`config.mk`:
```
export PLATFORM = sky130hd
export DESIGN_NAME = ffsra_ctrl
export DESIGN_NICKNAME = d
export VERILOG_FILES = /design/src/sv/ffsra_pkg.sv /design/src/sv/ffsra_ctrl.sv
export SDC_FILE = /design/constraint.sdc
export NUM_CORES = 1
export LEC_CHECK = 0
export BUFFER_PORTS_ARGS = -buffer_cell sky130_fd_sc_hd__clkbuf_2
export CORE_UTILIZATION = 48
export CTS_CLUSTER_SIZE = 16
export DETAILED_ROUTE_END_ITERATION = 6
export MAX_ROUTING_LAYER = met4
export PLACE_DENSITY_LB_ADDON = 0.12
export SLEW_MARGIN = 20
export SYNTH_ARGS = -nofsm -noshare
export SYNTH_HDL_FRONTEND = slang
export SYNTH_SLANG_ARGS = --single-unit
```
`constraint.sdc`:
```
create_clock -name aclk -period 1.78 [get_ports aclk]
set_input_delay 0.356 -clock aclk [delete_from_list [all_inputs] [get_ports aclk]]
set_output_delay 0.356 -clock aclk [all_outputs]
set_load 0.1 [all_outputs]
```
`src/sv/ffsra_pkg.sv`:
```
// ----------------------------------------------------------------------------
// ffsra_pkg
// Shared types, sizes, status codes and datapath command codes of the
// first-fit slot range allocator.
// ----------------------------------------------------------------------------
package ffsra_pkg;

    localparam int SLOTS_PER_PAGE = 256;
    localparam int MAX_EXTENTS    = 128;
    localparam int MAX_PAGES      = 4;

    localparam int PAGE_W  = $clog2(MAX_PAGES);
    localparam int PCNT_W  = $clog2(MAX_PAGES + 1);
    localparam int IDX_W   = $clog2(MAX_EXTENTS);
    localparam int CNT_W   = $clog2(MAX_EXTENTS + 1);
    localparam int LEN_W   = $clog2(SLOTS_PER_PAGE + 1);
    localparam int ADDR_W  = PAGE_W + IDX_W;
    localparam int DEPTH   = MAX_PAGES * MAX_EXTENTS;
    localparam int TOTAL_W = 11;

    localparam logic [2:0] ST_OK         = 3'd0;
    localparam logic [2:0] ST_NO_SPACE   = 3'd1;
    localparam logic [2:0] ST_WRONG_PAGE = 3'd2;
    localparam logic [2:0] ST_TABLE_FULL = 3'd3;
    localparam logic [2:0] ST_BAD_FREE   = 3'd4;

    localparam logic [3:0] OP_IDLE     = 4'd0;
    localparam logic [3:0] OP_CFG      = 4'd1;
    localparam logic [3:0] OP_FILL     = 4'd2;
    localparam logic [3:0] OP_LOAD     = 4'd3;
    localparam logic [3:0] OP_NEXT_PG  = 4'd4;
    localparam logic [3:0] OP_READ     = 4'd5;
    localparam logic [3:0] OP_A_EVAL   = 4'd6;
    localparam logic [3:0] OP_NOSPACE  = 4'd7;
    localparam logic [3:0] OP_F_PRE    = 4'd8;
    localparam logic [3:0] OP_F_EVAL   = 4'd9;
    localparam logic [3:0] OP_F_DECIDE = 4'd10;
    localparam logic [3:0] OP_SD_READ  = 4'd11;
    localparam logic [3:0] OP_SD_WRITE = 4'd12;
    localparam logic [3:0] OP_SD_END   = 4'd13;
    localparam logic [3:0] OP_SU_READ  = 4'd14;
    localparam logic [3:0] OP_SU_WRITE = 4'd15;

    typedef struct packed {
        logic       mode;
        logic [8:0] count;
        logic [1:0] page_index;
        logic [7:0] start_slot;
    } in_t;

    typedef struct packed {
        logic [2:0]  status;
        logic [1:0]  granted_page;
        logic [7:0]  granted_slot;
        logic [10:0] free_total;
    } out_t;

    typedef struct packed {
        logic [LEN_W-1:0] start;
        logic [LEN_W-1:0] length;
    } ext_t;

    typedef struct packed {
        logic [3:0] op;
        logic       su_end;
    } cmd_t;

    typedef struct packed {
        logic fill_done;
        logic page_end;
        logic idx_end;
        logic a_fit;
        logic a_empty;
        logic pre_done;
        logic f_lt;
        logic dec_remove;
        logic dec_insert;
        logic sd_end;
        logic su_end;
    } sts_t;

endpackage

```
`src/sv/ffsra_ctrl.sv`:
```
// ----------------------------------------------------------------------------
// ffsra_ctrl
// Controller: sequences page fill, allocate scan, free search, list shifts
// and the result handshake by issuing one datapath command per cycle.
// ----------------------------------------------------------------------------
module ffsra_ctrl (
    input  logic               aclk,
    input  logic               aresetn,
    input  logic               s_valid,
    input  logic               s_mode,
    output logic               s_ready,
    input  logic               cfg_valid,
    output logic               cfg_ready,
    output logic               m_valid,
    input  logic               m_ready,
    input  ffsra_pkg::sts_t    sts,
    output ffsra_pkg::cmd_t    cmd
);
    import ffsra_pkg::*;

    localparam logic [3:0] S_FILL = 4'd0;
    localparam logic [3:0] S_IDLE = 4'd1;
    localparam logic [3:0] S_ARD  = 4'd2;
    localparam logic [3:0] S_AEV  = 4'd3;
    localparam logic [3:0] S_FPRE = 4'd4;
    localparam logic [3:0] S_FRD  = 4'd5;
    localparam logic [3:0] S_FEV  = 4'd6;
    localparam logic [3:0] S_FDEC = 4'd7;
    localparam logic [3:0] S_SDRD = 4'd8;
    localparam logic [3:0] S_SDWR = 4'd9;
    localparam logic [3:0] S_SURD = 4'd10;
    localparam logic [3:0] S_SUWR = 4'd11;
    localparam logic [3:0] S_OUT  = 4'd12;

    logic [3:0] state_reg, state_next;

    // handshakes
    assign cfg_ready = (state_reg == S_IDLE);
    assign s_ready   = (state_reg == S_IDLE) && !cfg_valid;
    assign m_valid   = (state_reg == S_OUT);

    // next state and command
    always_comb begin
        state_next = state_reg;
        cmd.op     = OP_IDLE;
        cmd.su_end = 1'b0;
        case (state_reg)
            S_FILL: begin
                if (sts.fill_done) begin
                    state_next = S_IDLE;
                end else begin
                    cmd.op = OP_FILL;
                end
            end
            S_IDLE: begin
                if (cfg_valid) begin
                    cmd.op     = OP_CFG;
                    state_next = S_FILL;
                end else if (s_valid) begin
                    cmd.op     = OP_LOAD;
                    state_next = s_mode ? S_FPRE : S_ARD;
                end
            end
            S_ARD: begin
                if (sts.page_end) begin
                    cmd.op     = OP_NOSPACE;
                    state_next = S_OUT;
                end else if (sts.idx_end) begin
                    cmd.op = OP_NEXT_PG;
                end else begin
                    cmd.op     = OP_READ;
                    state_next = S_AEV;
                end
            end
            S_AEV: begin
                cmd.op = OP_A_EVAL;
                if (sts.a_fit) begin
                    state_next = sts.a_empty ? S_SDRD : S_OUT;
                end else begin
                    state_next = S_ARD;
                end
            end
            S_FPRE: begin
                cmd.op     = OP_F_PRE;
                state_next = sts.pre_done ? S_OUT : S_FRD;
            end
            S_FRD: begin
                if (sts.idx_end) begin
                    state_next = S_FDEC;
                end else begin
                    cmd.op     = OP_READ;
                    state_next = S_FEV;
                end
            end
            S_FEV: begin
                cmd.op     = OP_F_EVAL;
                state_next = sts.f_lt ? S_FRD : S_FDEC;
            end
            S_FDEC: begin
                cmd.op = OP_F_DECIDE;
                if (sts.dec_remove) begin
                    state_next = S_SDRD;
                end else if (sts.dec_insert) begin
                    state_next = S_SURD;
                end else begin
                    state_next = S_OUT;
                end
            end
            S_SDRD: begin
                if (sts.sd_end) begin
                    cmd.op     = OP_SD_END;
                    state_next = S_OUT;
                end else begin
                    cmd.op     = OP_SD_READ;
                    state_next = S_SDWR;
                end
            end
            S_SDWR: begin
                cmd.op     = OP_SD_WRITE;
                state_next = S_SDRD;
            end
            S_SURD: begin
                cmd.op = OP_SU_READ;
                if (sts.su_end) begin
                    cmd.su_end = 1'b1;
                    state_next = S_OUT;
                end else begin
                    state_next = S_SUWR;
                end
            end
            S_SUWR: begin
                cmd.op     = OP_SU_WRITE;
                state_next = S_SURD;
            end
            S_OUT: begin
                if (m_ready) begin
                    state_next = S_IDLE;
                end
            end
            default: begin
                state_next = S_IDLE;
            end
        endcase
    end

    // state register; reset starts with the page fill pass
    always_ff @(posedge aclk) begin
        if (!aresetn) begin
            state_reg <= S_FILL;
        end else begin
            state_reg <= state_next;
        end
    end
endmodule

```
==> results.ini <==
[die]
die_w_um = 39.8
num_io_pins = 25
core_mm2 = 0.00132
start_util_pct = 52.0
dieHeight_um = 39.8
row_count = 13
dieArea_mm2 = 0.00158

[grt]
grt-ovfl-total = 0
antenna_found_initial = 0
gr-usage-all-layers_pct = 34.1
grt_pass1_wl_um = 3460
grt_pass1_vias = 821
grt_start_max_net_pins = 13

[run_status]
status = finished with violations
violations = negative setup slack

[cts]
cts_root_buf = clkbuf_4
clock_latency_ps = 240
clock_sinks = 4
cts.hold.buffers_added = 0
cts.path.max_buffers = 2
cts_made_buffers = 3
cts_tree = done
cts.reportedPaths.clkPinSlew_ps = 30
htree_levels = 1

[routing]
vias = 958
vias_per_cell = 6.18
drcViolationCount = 0
ant_nets = 0
drt_iter0_markers = 44
post_drt_wl_per_cell_um = 15.7
totalWireLength_um = 2440
drt_first_pass_iters = 4

[yosys]
yosysWarnings = 0
syn_area_per_cell_um2 = 6.79
ys_ff_latch = 4
syn-instance-count = 101
synth_top_cells_by_area = dfxtp_1 12%, nand2_1 7.7%, nand2b_1 6.4%
syn_area_um2 = 686
synth_largest_area_cell = dfxtp_1
yosysMostFrequentCell = nand2_1
synth_top_area_share_pct = 11.7
seq_area_frac_synth_pct = 11.7
ys_async_sr_fraction_pct = 0
syn_nets = 118
ys.flop_type = dfxtp_1
yosysUniqueCellTypes = 39
synthTopCellsByCount = 14 x nand2_1, 9 x nor2_1, 7 x a21oi_1, 7 x nand2b_1
synth_edf_count = 0

[flow_run]
cap_violations = 0

[layout]
antenna_cells = 0
drive_gt1_share_pct = 50.0
area_delta_synth_final_pct = 70.8
fin_nets = 159
final_util_pct = 88.9
design_area_mm2 = 0.00117
largest_register_ffs = 4

[min_path]
min_from = aresetn
min_to = state_reg[3]$_SDFFE_PN0P_
hold_depth = 2
hold_path_class = input port to register

[sta]
slew_violations = 0
hold_viol = 0
tns_ps = -416
setup_viol_count_final = 4
min_period_over_period_pct = 109
hold-worst-slack_ps = 377
max_freq_mhz = 517
fin_ws_ps = -153
fin_skew_ps = 3.17
relSlewSlack_pct = 82.8
worst_pin_slew_ps = 251
fin_crit_ps = 1930
rsz0062_at_grt = true

[power_and_ir_drop]
p_leak_nw = 0.484
ir_drop_mv = 0.407
pwr_density_cell_mw_per_mm2 = 480

[worst_setup_path]
ff2ff_setup_slack_ps = 140
crit_type = register to output port
required_ps = 1420
start_kind = register
critPathCaptureType = output port
r2r_cells = 8
r2r_start = state_reg[3]$_SDFFE_PN0P_
rr_endpoint = state_reg[2]$_SDFFE_PN0P_
worstPathMaxFanout = 3
cp.arrival_ps = 1580

[place]
io_buffer_count = 24
dpl.hpwl_um = 1720
dp_slack_ps = 22.5
routabilityCongestion = 0.867
place_area_mm2 = 0.00104

-- cells in the final DEF, fill, tap and decap left out, types with 2 or more instances in the layout --
cell	instances
a21oi_1	7
buf_12	8
buf_4	15
buf_6	5
clkbuf_2	16
clkbuf_4	3
dfxtp_4	3
inv_1	5
nand2_1	13
nand2b_1	6
nand3_1	2
nand4_1	2
nor2_1	8
nor2b_1	2
nor2b_4	2
nor3_1	2
o2111ai_1	2
o21ai_0	2
o21ai_1	3
o32a_1	3
-- repair_timing --
item | 4_1_cts | 5_1_grt
endpoints found under the hold margin | 0 | 0
setup endpoints to repair | 6 | 7
pin swaps | 2 | 2
setup buffers | 6 | 1
resized for setup | 17 | 7
-- metrics by stage --
step / std cells / power [mW]
6_report: 155 / 0.562
5_1_grt: 155 / 0.584
3_5_place_dp: 147 / 0.428
2_1_floorplan: 101 / 0.305
4_1_cts: 155 / 0.549
3_3_place_gp: 147 / 0.426
-- final cells by class --
cell class,count,area (um^2)
clock buffers,3,22.5
fillers,65,146
inverters,6,22.5
multi-input cells,83,606
flip-flops and latches,4,92.6
well taps,15,18.8
repair buffers,44,409
-- kinds of logic after synthesis --
group	after synthesis	synth area share, %
compound gates	33	35.8
buf+inv	14	12.2
flops	4	11.7
mux	1	1.46
simple gates	49	38.9
-- worst max-delay path by stage --
stage | slack (ps) | cells past startpoint | start | to
floorplan | -1400 | 5 | state_reg[1]$_SDFFE_PN0P_ | cmd[2]
global placement | 30 | 6 | state_reg[3]$_SDFFE_PN0P_ | cmd[2]
detailed placement | 20 | 6 | state_reg[3]$_SDFFE_PN0P_ | cmd[2]
CTS | -200 | 6 | state_reg[3]$_SDFFE_PN0P_ | cmd[2]
global route | -190 | 6 | state_reg[3]$_SDFFE_PN0P_ | cmd[2]
finish | -150 | 6 | state_reg[3]$_SDFFE_PN0P_ | cmd[1]
-- per-layer routing --
metal	up-vias	wire (um)	global-route usage [%]
met1	443	961	36.6
met3	8	163	3.98
met5	-	0	-
met2	56	1240	61.5
met4	0	67	15.5
li1	451	-	-
-- where the power goes --
part	total (mW)	leakage, nW	switching (mW)	internal (mW)
sequential	0.101	0.0352	0.00996	0.0914
clock	0.116	0.0138	0.0404	0.0756
combinational	0.344	0.435	0.199	0.145
total	0.562	0.484	0.250	0.312
-- worst max-delay path: stages, from the launching register on --
cell	delay [ps]
dfxtp_4	350
buf_4	120
nand2b_4	140
nor3_4	50
a21o_1	150
a221o_2	350
buf_12	170
Note: power is estimated with default switching activity, not from simulation.
